===== src/rtl/tkprt_pkg.sv =====
// Shared types and constants for the touch key press and repeat tracker.
package tkprt_pkg;

  // Field widths fixed by the interface
  localparam int unsigned KEY_W   = 6;
  localparam int unsigned RAW_W   = 22;
  localparam int unsigned TIME_W  = 32;
  localparam int unsigned MS_W    = 16;
  localparam int unsigned KIND_W  = 2;
  localparam int unsigned CIDX_W  = 3;
  localparam int unsigned CDATA_W = 16;

  // Largest number of keys that a key code can address
  localparam int unsigned CODE_KEYS = 64;

  // Touch threshold 1.1 as the ratio 11 / 10
  localparam int unsigned TOUCH_W = RAW_W + 4;
  localparam logic [3:0]  THR_NUM = 4'd11;
  localparam logic [3:0]  THR_DEN = 4'd10;

  // Event kinds
  typedef enum logic [KIND_W-1:0] {
    KIND_DOWN  = 2'd0,
    KIND_UP    = 2'd1,
    KIND_TYPED = 2'd2
  } event_kind_t;

  // Configuration register indexes
  localparam logic [CIDX_W-1:0] CFG_REPEAT_DELAY  = 3'd0;
  localparam logic [CIDX_W-1:0] CFG_REPEAT_REWIND = 3'd1;
  localparam logic [CIDX_W-1:0] CFG_SHIFT_KEY     = 3'd2;
  localparam logic [CIDX_W-1:0] CFG_ZERO_KEY      = 3'd3;
  localparam logic [CIDX_W-1:0] CFG_SPACE_KEY     = 3'd4;
  localparam logic [CIDX_W-1:0] CFG_DELETE_CODE   = 3'd5;
  localparam logic [CIDX_W-1:0] CFG_BREAK_CODE    = 3'd6;

  // Reset values of the configuration registers
  localparam logic [MS_W-1:0]  RST_REPEAT_DELAY  = 16'd500;
  localparam logic [MS_W-1:0]  RST_REPEAT_REWIND = 16'd400;
  localparam logic [KEY_W-1:0] RST_SHIFT_KEY     = 6'd0;
  localparam logic [KEY_W-1:0] RST_ZERO_KEY      = 6'd1;
  localparam logic [KEY_W-1:0] RST_SPACE_KEY     = 6'd2;
  localparam logic [KEY_W-1:0] RST_DELETE_CODE   = 6'd3;
  localparam logic [KEY_W-1:0] RST_BREAK_CODE    = 6'd4;

  // One result word
  typedef struct packed {
    event_kind_t      kind;
    logic [KEY_W-1:0] code;
    logic             last;
  } result_t;

endpackage


===== src/rtl/touch_key_press_repeat_tracker_unit.sv =====
// Top level of the touch key press and auto-repeat tracker.
//
// Takes one scanned touch sample per cycle while stage 1 can retire, and
// reports key-down, key-up and typed words. A sample is touched when raw*10 >
// baseline*11. Press stamps live in a 32-bit wide synchronous RAM, one entry
// per key, read when the sample is taken and written back when it retires
// from stage 1; a same-key sample taken as the earlier one retires sees the new
// stamp through a forwarding register. Held flags are flip-flops cleared by
// reset, so the stamp RAM needs no clearing pass. A new touch yields two words,
// and the output side delivers one word per cycle while out_ready is high.
// A word enters a four-word output queue, between the update stage and
// out_valid/out_ready, when its sample retires from stage 1.
// Key codes at or above NUM_KEYS are ignored. Configuration must be written
// through the cfg port while the block is idle; the block does not enforce it.
module touch_key_press_repeat_tracker_unit
  import tkprt_pkg::*;
#(
  parameter int unsigned NUM_KEYS = 64
) (
  input  logic               clk,
  input  logic               rst_n,
  // sample channel
  input  logic               in_valid,
  output logic               in_ready,
  input  logic [KEY_W-1:0]   in_key_code,
  input  logic [RAW_W-1:0]   in_raw_touch,
  input  logic [RAW_W-1:0]   in_baseline,
  input  logic [TIME_W-1:0]  in_now_ms,
  // result channel
  output logic               out_valid,
  input  logic               out_ready,
  output logic [KIND_W-1:0]  out_event_kind,
  output logic [KEY_W-1:0]   out_event_code,
  output logic               out_last,
  // configuration channel
  input  logic               cfg_valid,
  output logic               cfg_ready,
  input  logic [CIDX_W-1:0]  cfg_index,
  input  logic [CDATA_W-1:0] cfg_data
);

  localparam int unsigned TABLE_DEPTH = (NUM_KEYS < CODE_KEYS) ? NUM_KEYS : CODE_KEYS;
  localparam int unsigned IDX_W       = (TABLE_DEPTH > 1) ? $clog2(TABLE_DEPTH) : 1;
  localparam int unsigned FIFO_DEPTH  = 4;
  localparam int unsigned PTR_W       = $clog2(FIFO_DEPTH);
  localparam int unsigned CNT_W       = PTR_W + 1;

  // ---------------------------------------------------------------------------
  // Configuration registers
  logic [MS_W-1:0]  repeat_delay_r, repeat_rewind_r;
  logic [KEY_W-1:0] shift_key_r, zero_key_r, space_key_r, delete_code_r, break_code_r;

  assign cfg_ready = 1'b1;

  always_ff @(posedge clk) begin
    if (!rst_n) begin
      repeat_delay_r  <= RST_REPEAT_DELAY;
      repeat_rewind_r <= RST_REPEAT_REWIND;
      shift_key_r     <= RST_SHIFT_KEY;
      zero_key_r      <= RST_ZERO_KEY;
      space_key_r     <= RST_SPACE_KEY;
      delete_code_r   <= RST_DELETE_CODE;
      break_code_r    <= RST_BREAK_CODE;
    end else if (cfg_valid) begin
      case (cfg_index)
        CFG_REPEAT_DELAY:  repeat_delay_r  <= cfg_data;
        CFG_REPEAT_REWIND: repeat_rewind_r <= cfg_data;
        CFG_SHIFT_KEY:     shift_key_r     <= cfg_data[KEY_W-1:0];
        CFG_ZERO_KEY:      zero_key_r      <= cfg_data[KEY_W-1:0];
        CFG_SPACE_KEY:     space_key_r     <= cfg_data[KEY_W-1:0];
        CFG_DELETE_CODE:   delete_code_r   <= cfg_data[KEY_W-1:0];
        CFG_BREAK_CODE:    break_code_r    <= cfg_data[KEY_W-1:0];
        default: ;
      endcase
    end
  end

  // ---------------------------------------------------------------------------
  // Stage 0: take sample, start stamp read, evaluate touch threshold
  logic                in_fire;
  logic                in_range;
  logic [TOUCH_W-1:0]  raw_scaled, base_scaled;
  logic                touched;

  assign in_fire     = in_valid && in_ready;
  assign in_range    = (32'(in_key_code) < NUM_KEYS);
  assign raw_scaled  = TOUCH_W'(in_raw_touch) * TOUCH_W'(THR_DEN);
  assign base_scaled = TOUCH_W'(in_baseline) * TOUCH_W'(THR_NUM);
  assign touched     = raw_scaled > base_scaled;

  logic               s1_valid_r;
  logic [KEY_W-1:0]   s1_key_r;
  logic               s1_range_r;
  logic               s1_touch_r;
  logic [TIME_W-1:0]  s1_now_r;
  logic               s1_done;

  always_ff @(posedge clk) begin
    if (!rst_n) begin
      s1_valid_r <= 1'b0;
    end else if (in_ready) begin
      s1_valid_r <= in_valid;
    end
  end

  always_ff @(posedge clk) begin
    if (in_fire) begin
      s1_key_r   <= in_key_code;
      s1_range_r <= in_range;
      s1_touch_r <= touched;
      s1_now_r   <= in_now_ms;
    end
  end

  // ---------------------------------------------------------------------------
  // Stamp RAM with forwarding of a same-cycle write to the same key
  logic [TIME_W-1:0] stamp_mem [TABLE_DEPTH];
  logic [TIME_W-1:0] stamp_rd_r;
  logic [TIME_W-1:0] fwd_data_r;
  logic              fwd_hit_r;
  logic              mem_re, mem_we;
  logic [IDX_W-1:0]  mem_raddr, mem_waddr;
  logic [TIME_W-1:0] mem_wdata;

  assign mem_re    = in_fire && in_range;
  assign mem_raddr = in_key_code[IDX_W-1:0];

  always_ff @(posedge clk) begin
    if (mem_we) begin
      stamp_mem[mem_waddr] <= mem_wdata;
    end
    if (mem_re) begin
      stamp_rd_r <= stamp_mem[mem_raddr];
    end
  end

  always_ff @(posedge clk) begin
    if (!rst_n) begin
      fwd_hit_r <= 1'b0;
    end else if (mem_re) begin
      fwd_hit_r <= mem_we && (mem_waddr == mem_raddr);
    end
  end

  always_ff @(posedge clk) begin
    if (mem_re) begin
      fwd_data_r <= mem_wdata;
    end
  end

  // ---------------------------------------------------------------------------
  // Stage 1: held flags, repeat timing, remap and result words
  logic [TABLE_DEPTH-1:0] held_r;
  logic [IDX_W-1:0]       s1_idx;
  logic                   s1_held;
  logic [TIME_W-1:0]      s1_stamp;
  logic [TIME_W-1:0]      s1_elapsed;
  logic                   new_press, repeat_fire, release_key;
  logic                   shift_range, shift_held;
  logic [KEY_W-1:0]       typed_code, zero_mapped;
  result_t                res0, res1;
  logic [1:0]             push_n;

  assign s1_idx      = s1_key_r[IDX_W-1:0];
  assign s1_held     = s1_range_r && held_r[s1_idx];
  assign s1_stamp    = fwd_hit_r ? fwd_data_r : stamp_rd_r;
  assign s1_elapsed  = s1_now_r - s1_stamp;

  assign new_press   = s1_range_r && s1_touch_r && !s1_held;
  assign repeat_fire = s1_held && s1_touch_r && (s1_elapsed > TIME_W'(repeat_delay_r));
  assign release_key = s1_held && !s1_touch_r;

  // shift counts as held including a press recorded by this very sample
  assign shift_range = (32'(shift_key_r) < NUM_KEYS);
  assign shift_held  = shift_range &&
                       (held_r[shift_key_r[IDX_W-1:0]] ||
                        (new_press && (s1_key_r == shift_key_r)));

  assign zero_mapped = (shift_held && (s1_key_r == zero_key_r)) ? delete_code_r : s1_key_r;
  assign typed_code  = (shift_held && (zero_mapped == space_key_r)) ? break_code_r
                                                                   : zero_mapped;

  always_comb begin
    res0   = '{kind: KIND_TYPED, code: typed_code, last: 1'b1};
    res1   = '{kind: KIND_TYPED, code: typed_code, last: 1'b1};
    push_n = 2'd0;
    if (new_press) begin
      res0   = '{kind: KIND_DOWN, code: s1_key_r, last: 1'b0};
      push_n = 2'd2;
    end else if (release_key) begin
      res0   = '{kind: KIND_UP, code: s1_key_r, last: 1'b1};
      push_n = 2'd1;
    end else if (repeat_fire) begin
      push_n = 2'd1;
    end
  end

  // write back the stamp on a new press or a repeat
  assign mem_we    = s1_done && (new_press || repeat_fire);
  assign mem_waddr = s1_idx;
  assign mem_wdata = new_press ? s1_now_r : (s1_now_r - TIME_W'(repeat_rewind_r));

  always_ff @(posedge clk) begin
    if (!rst_n) begin
      held_r <= '0;
    end else if (s1_done && (new_press || release_key)) begin
      held_r[s1_idx] <= new_press;
    end
  end

  // ---------------------------------------------------------------------------
  // Output queue: stage 1 retires only with room for two words
  result_t            fifo_r [FIFO_DEPTH];
  logic [PTR_W-1:0]   wr_ptr_r, rd_ptr_r;
  logic [CNT_W-1:0]   count_r, count_nxt;
  logic               pop;
  logic               fifo_room;

  assign fifo_room = (count_r <= CNT_W'(FIFO_DEPTH - 2));
  assign s1_done   = s1_valid_r && fifo_room;
  assign in_ready  = !s1_valid_r || fifo_room;

  assign out_valid      = (count_r != '0);
  assign pop            = out_valid && out_ready;
  assign out_event_kind = fifo_r[rd_ptr_r].kind;
  assign out_event_code = fifo_r[rd_ptr_r].code;
  assign out_last       = fifo_r[rd_ptr_r].last;

  assign count_nxt = count_r + CNT_W'(s1_done ? push_n : 2'd0) - CNT_W'(pop);

  always_ff @(posedge clk) begin
    if (!rst_n) begin
      wr_ptr_r <= '0;
      rd_ptr_r <= '0;
      count_r  <= '0;
    end else begin
      count_r <= count_nxt;
      if (s1_done) begin
        wr_ptr_r <= wr_ptr_r + PTR_W'(push_n);
      end
      if (pop) begin
        rd_ptr_r <= rd_ptr_r + PTR_W'(1);
      end
    end
  end

  always_ff @(posedge clk) begin
    if (s1_done && (push_n != 2'd0)) begin
      fifo_r[wr_ptr_r] <= res0;
    end
    if (s1_done && (push_n == 2'd2)) begin
      fifo_r[wr_ptr_r + PTR_W'(1)] <= res1;
    end
  end

endmodule

===== config.mk =====
export PLATFORM = sky130hd
export DESIGN_NAME = touch_key_press_repeat_tracker_unit
export DESIGN_NICKNAME = d
export VERILOG_FILES = /design/src/rtl/tkprt_pkg.sv /design/src/rtl/touch_key_press_repeat_tracker_unit.sv
export SDC_FILE = /design/constraint.sdc
export NUM_CORES = 2
export LEC_CHECK = 0
export BUFFER_PORTS_ARGS = -buffer_cell sky130_fd_sc_hd__buf_4
export CAP_MARGIN = 20
export CORE_MARGIN = 5
export CORE_UTILIZATION = 55
export DETAILED_ROUTE_END_ITERATION = 8
export HOLD_SLACK_MARGIN = 0.12
export PLACE_DENSITY = 0.72
export SLEW_MARGIN = 20
export SYNTH_ARGS = -nofsm -noshare
export SYNTH_HDL_FRONTEND = slang
export SYNTH_SLANG_ARGS = --single-unit

===== constraint.sdc =====
create_clock -name clk -period 12.4 [get_ports clk]
set_input_delay 0.62 -clock clk [delete_from_list [all_inputs] [get_ports clk]]
set_output_delay 0.62 -clock clk [all_outputs]
set_load 0.02 [all_outputs]

# Word level (Yosys, flattened, before mapping)

Memories as Yosys holds them, arrays and structs flattened. A register that Yosys moved wholly into a read port is not among the register bits.
Cells that the tools add are included.

Bits in registers: 206
Memory bits (writable): 2,084
Input bits: 106
Output and inout bits: 12
Memories: 2

Memories:

| memory    | words | width | read ports | clocked after Yosys merged registers in | wr ports | line                                       | source |
|---|---|---|---|---|---|---|---|
| stamp_mem | 64    | 32    | 1          | 1                                       | 1        | touch_key_press_repeat_tracker_unit.sv:117 | `logic [TIME_W-1:0] stamp_mem [TABLE_DEPTH];` |
| fifo_r    | 4     | 9     | 1          | 1                                       | 2        | touch_key_press_repeat_tracker_unit.sv:213 | `result_t fifo_r [FIFO_DEPTH];` |

Add/subtract/negate cells: 7
Multipliers: 2
Order comparisons: 6
Equality and inequality tests: 11
Muxes and demuxes: 25
Reduce and logical (&&, ||, !) cells: 33

Operators with widths:

| cell                  | count |
|---|---|
| $bwmux 64             | 1 |
| $mux 32               | 2 |
| $gt 32x16->1          | 1 |
| $sub 32x16->32        | 1 |
| $sub 32x32->32        | 1 |
| $gt 26x26->1          | 1 |
| $mul 22x4->26 const B | 1 |
| $mul 22x3->25 const B | 1 |
| $eq 6x6->1            | 4 |
| $mux 9                | 2 |
| $logic_and 1x1->1     | 16 |
| $lt 6x7->1 const B    | 2 |
| $reduce_and 2->1      | 7 |
| $bmux 1 s6            | 2 |
| $mux 6                | 2 |
| $mux 1                | 11 |
| $eq 3x3->1 const B    | 3 |
| $mux 2                | 4 |
| $demux 1 s6           | 1 |
| $eq 3x2->1 const B    | 2 |
| $ge 6x1->1 const B    | 1 |
| $add 2x1->2 const B   | 2 |
| $logic_or 1x1->1      | 4 |
| $add 3x2->3           | 1 |
| 9 further kinds       | 11 |

# Longest topological paths before layout

Depth after elaboration: 13
Depth in mapped cells: 33
Gate-level depth less buffers: 31

# Worst setup path before layout

OpenSTA, ideal clock, no wires.

Kind: reg-to-reg
Start: register fwd_hit_r
End: memory stamp_mem[0][0], enable pin
Setup time: 0.461 ns
Arrival: 6.760 ns
Required time: 11.939 ns
Slack: 5.179 ns
Stages on the path, launching flop included: 25
Buffers on the path: 3
Path through: dfxtp_1 > clkbuf_1 > clkbuf_1 > mux2i_1 > ha_1 > a21oi_1 > nand2_1 > o211a_1 > o311ai_0 > nand2b_1 > a21o_1 > a21oi_1 > xnor2_1 > ha_1 > nand3_1 > a2111oi_0 > a2111oi_0 > o21ai_0 > nor4_1 > o2111a_1 > nand3_2 > o211ai_2 > a21o_1 > buf_2 > nor3_1

Longest elaborated chain between the ends: 8

RTL lines:

| element                      | line                                       | source |
|---|---|---|
| start: declaration           | touch_key_press_repeat_tracker_unit.sv:120 | `logic fwd_hit_r;` |
| start signal: assignment     | touch_key_press_repeat_tracker_unit.sv:141 | `fwd_hit_r <= mem_we && (mem_waddr == mem_raddr);` |
| $mux 32                      | touch_key_press_repeat_tracker_unit.sv:166 | `assign s1_stamp = fwd_hit_r ? fwd_data_r : stamp_rd_r;` |
| $sub 32x32->32               | touch_key_press_repeat_tracker_unit.sv:167 | `assign s1_elapsed = s1_now_r - s1_stamp;` |
| $gt 32x16->1                 | touch_key_press_repeat_tracker_unit.sv:170 | `assign repeat_fire = s1_held && s1_touch_r && (s1_elapsed > TIME_W'(repeat_delay_r));` |
| $logic_and 1x1->1            | touch_key_press_repeat_tracker_unit.sv:170 |  |
| $logic_or 1x1->1             | touch_key_press_repeat_tracker_unit.sv:199 | `assign mem_we = s1_done && (new_press \|\| repeat_fire);` |
| $logic_and 1x1->1            | touch_key_press_repeat_tracker_unit.sv:199 |  |
| $mux 1                       | touch_key_press_repeat_tracker_unit.sv:129 | `if (mem_we) begin` |
| $mux 1 (not written as such) | touch_key_press_repeat_tracker_unit.sv:130 | `stamp_mem[mem_waddr] <= mem_wdata;` |
| end: declaration             | touch_key_press_repeat_tracker_unit.sv:117 |  |

No other way between the ends.

# Worst setup path in the final report

Start: register s1_key_r[1] (netlist: mem_waddr[1])
End: memory stamp_mem[5][30] (data pin)

Longest elaborated chain between the ends: 5

RTL lines:

| element                      | line                                       | source |
|---|---|---|
| start: declaration           | touch_key_press_repeat_tracker_unit.sv:92  | `logic [KEY_W-1:0] s1_key_r;` |
| start signal: assignment     | touch_key_press_repeat_tracker_unit.sv:108 | `s1_key_r <= in_key_code;` |
| $bmux 1 s6                   | touch_key_press_repeat_tracker_unit.sv:165 | `assign s1_held = s1_range_r && held_r[s1_idx];` |
| $mux 1 (not written as such) | touch_key_press_repeat_tracker_unit.sv:165 |  |
| $logic_not 1->1              | touch_key_press_repeat_tracker_unit.sv:169 | `assign new_press = s1_range_r && s1_touch_r && !s1_held;` |
| $logic_and 1x1->1            | touch_key_press_repeat_tracker_unit.sv:169 |  |
| net new_press                | touch_key_press_repeat_tracker_unit.sv:158 | `logic new_press, repeat_fire, release_key;` |
| $mux 32                      | touch_key_press_repeat_tracker_unit.sv:201 | `assign mem_wdata = new_press ? s1_now_r : (s1_now_r - TIME_W'(repeat_rewind_r));` |
| net mem_wdata[30]            | touch_key_press_repeat_tracker_unit.sv:123 | `logic [TIME_W-1:0] mem_wdata;` |

The timed path passes the listed nets, and every way through them passes these cells. The select of a mux whose other input is x is not followed.

==> impl_metrics.csv <==
group,metric,value,unit
drt,wirelength,246000,µm
floorplan,dieWidth,430,µm
min_path,hold_path_end,"zero_key_r[0]$_SDFFE_PN1P_",
sta,min_period,7.26,ns
sta,tightest_slew,1.10,ns
clock_network,cts_buffers,217,
logic_synthesis,syn_inst,5003,
worst_setup_path,critPathArrivalTime,7.81,ns
worst_setup_path,worstPathRequired,12.95,ns
clock_network,clkSlewWorstSetupHoldPaths,0.06,ns
logic_synthesis,synthesis.area,0.0970,mm²
floorplan,die_h,430,µm
logic_synthesis,avgSynthCellArea,19.4,µm²
drt,remaining_drc_errors,0,
placed_design,dp_hpwl,151000,µm
floorplan,io_pins,118,
pwr,p_total,18.2,mW
job,maxCapViolCount,0,
worst_setup_path,cp-start-kind,"flip-flop",
logic_synthesis,yosysSeqAreaShare,70.4,%
layout,area_growth,12.8,%
pwr,p_leak,35.4,nW
global_routing,grt_pass1_vias,49700,
logic_synthesis,synth-seq-cells,2324,
worst_setup_path,critPathMaxFanout,68,
outcome,status,"completed",
global_routing,antenna_found_initial,22,
worst_setup_path,end_kind,"flip-flop",
worst_setup_path,r2r_slack,5.14,ns
logic_synthesis,synth_top_cell_area_share,67.4,%
global_routing,use_met3,5.27,%
layout,nFillCells,12000,
sta,rsz0062_at_grt,"false",
clock_network,clock_path_buffers,3,
layout,drive_gt1_share,25.4,%
drt,first_pass_iters,8,
pwr,cellPowerDensity,167,mW/mm²
placed_design,port-buffer-count,116,
global_routing,met1_usage,40.6,%
global_routing,gr-total-overflow,0,
floorplan,rows,154,
min_path,min-delay-path-class,"in -> reg",
logic_synthesis,yosysWarnings,0,
logic_synthesis,synth_common_cells,"edfxtp_1 (2,175), mux4_2 (700), ha_1 (184)",
sta,timing.hold.ws,0.264,ns
sta,drv_slew,0,
sta,setup_tns,0,ns
floorplan,initial_utilization,55.2,%
global_routing,grt_usage,26.7,%
clock_network,tritoncts,"yes",
min_path,hold_path_startpoint,"rst_n",
placed_design,place_inst,7355,
worst_setup_path,worst-r2r-cell-count,19,
global_routing,grt_use_met2,40.3,%
min_path,hold_depth,2,
layout,fin_area,0.109,mm²
logic_synthesis,synthArstFlopShare,0,%
drt,wl_per_cell,31.5,µm
placed_design,post_dp_cell_area,0.102,mm²
sta,clock_skew,0.0520,ns
logic_synthesis,synth_edf_count,2175,
sta,finalCritPeriodShare,58.5,%
logic_synthesis,ys_dominant_reg_cell,"edfxtp_1",
floorplan,fp.dieArea,0.185,mm²
placed_design,routabilityCongestion,0.912,
floorplan,core_area,0.176,mm²
layout,multi_input_area,0.0279,mm²
logic_synthesis,synth.most_common_cell,"edfxtp_1",
global_routing,top_usage_layer,"met1",
clock_network,clock-sinks,2324,
worst_setup_path,r2r_end,"stamp_mem[5][30]$_DFFE_PP_",
sta,hold_viol,0,
clock_network,cts-htree-levels,4,
layout,nets,5596,
global_routing,grt_pass1_wl,358000,µm
global_routing,grt_max_degree,129,
sta,finalSetupViolCount,0,
clock_network,clk_latency,0.86,ns
drt,drtIter0Drc,7248,
drt,antenna_left,0,
logic_synthesis,syn-num-nets,5316,
worst_setup_path,r2r-start,"mem_waddr[1]$_DFFE_PP_",
worst_setup_path,criticalPathCategory,"reg -> reg",
drt,vias,51000,
layout,area.sequential,0.0683,mm²
clock_network,cts_root_buf,"clkbuf_16",
sta,max-slew-margin-rel,26.5,%
sta,timing.fmax,138,MHz
layout,layout.cells.non_filler,7807,
logic_synthesis,synth_cell_types,88,
pwr,vdd_drop_max,0.140,mV
logic_synthesis,ys_top_cells_by_area,"edfxtp_1 (67%), mux4_2 (16%), dfxtp_1 (3.1%), ha_1 (2.4%), o21ai_0 (0.91%)",
drt,viasPerCell,6.53,
logic_synthesis,synth_top_cell_by_area,"edfxtp_1",
power by group:
part / internal (mW) / switching [mW]
Clock: 3.64 / 2.88
Combinational: 0.758 / 1.73
Sequential: 9.15 / 0.0713
Total: 13.6 / 4.68
per-stage QoR:
stage	util [%]	setup slack, ns
3_3_place_gp	57.9	5.32
3_5_place_dp	57.9	5.09
2_1_floorplan	-	5.18
5_1_grt	62.2	4.84
4_1_cts	62.2	5.05
6_report	62.2	5.14
worst max-delay path: stages, from the launching register on:
cell and delay [ns]:
edfxtp_1 0.90, buf_4 0.38, nand2_2 0.55, o22ai_1 0.35
o21ai_0 0.14, o2111ai_1 0.13, nor4_1 0.12, ha_4 0.16
buf_4 0.33, nor3_4 0.31, nand2_1 0.11, or2_4 0.26
or4_4 0.43, or3_4 0.35, or3_4 0.35, or4_4 0.44
a21oi_2 0.11, o31ai_1 0.15, xnor2_4 0.59, buf_4 0.64
sequential cells by signal, summed over array words and instances (netlist names), 3 cells and up, named ones only:
name / flops
s1_now_r: 32
repeat_delay_r: 16
stamp_rd_r: 32
count_r: 3
break_code_r: 6
fwd_data_r: 32
mem_waddr: 6
repeat_rewind_r: 16
zero_key_r: 6
space_key_r: 6
delete_code_r: 6
held_r: 64
fifo_r: 36
stamp_mem: 2048
shift_key_r: 6
per-layer routing:
metal,share of wire (%),up-vias
li1,-,21000
met1,40,26600
met2,47,3011
met3,11,346
met4,2.6,8
met5,0.023,-
cell families after synthesis:
family	count (synthesis)	share of synthesized area [%]
and+or+nand+nor	617	3.13
DFF	2324	70.4
AOI/OAI and AO/OA	531	3.63
muxes	794	17.2
adders and majority gates	207	2.85
other	1	0.00387
xor gates and xnor gates	117	1.06
buffers and inverters	412	1.65
worst max-delay path by stage:
stage / startpoint / end / slack (ns)
2_1_floorplan: fwd_hit_r$_SDFFE_PN0P_ / stamp_mem[0][0]$_DFFE_PP_ / 5.18
3_3_place_gp: mem_waddr[1]$_DFFE_PP_ / stamp_mem[0][30]$_DFFE_PP_ / 5.32
3_5_place_dp: mem_waddr[1]$_DFFE_PP_ / stamp_mem[0][30]$_DFFE_PP_ / 5.09
4_1_cts: mem_waddr[1]$_DFFE_PP_ / stamp_mem[2][30]$_DFFE_PP_ / 5.05
5_1_grt: mem_waddr[1]$_DFFE_PP_ / stamp_mem[5][30]$_DFFE_PP_ / 4.84
6_report: mem_waddr[1]$_DFFE_PP_ / stamp_mem[5][30]$_DFFE_PP_ / 5.14
final cells by class:
class,count,area share [%]
flip-flops and latches,2324,62.5
multi-input cells,2267,25.5
clock buffers,277,5.26
well taps,2340,2.68
repair buffers,311,2.34
clock inverters,122,1.16
inverters,162,0.558
diodes,4,0.00915
what timing repair did:
item	CTS	global route
hold buffers	49	0
resized for setup	0	0
endpoints found under the hold margin	70	0
setup endpoints to repair	0	0
setup buffers	0	0
cell usage in the layout, fill, tap and decap left out, types with 14 or more instances in the layout:
master / n
edfxtp_1: 2175
mux4_2: 700
buf_4: 252
clkbuf_16: 218
ha_1: 183
nand2_1: 176
o21ai_0: 166
inv_1: 160
dfxtp_1: 148
a21boi_0: 95
nor2_1: 90
nand3_1: 90
mux2i_1: 85
a21oi_1: 73
nor3_2: 62
clkinv_1: 59
xnor2_1: 55
nor2b_1: 52
clkbuf_1: 52
dlygate4sd3_1: 49
xor2_1: 45
a21o_1: 35
nand2b_1: 27
clkinv_2: 25
nor3_1: 24
fa_1: 23
o211ai_1: 18
and2_1: 17
bufinv_16: 17
o21a_1: 16
xor2_4: 15
a31oi_1: 14
Power figures use the tool's default switching activity.
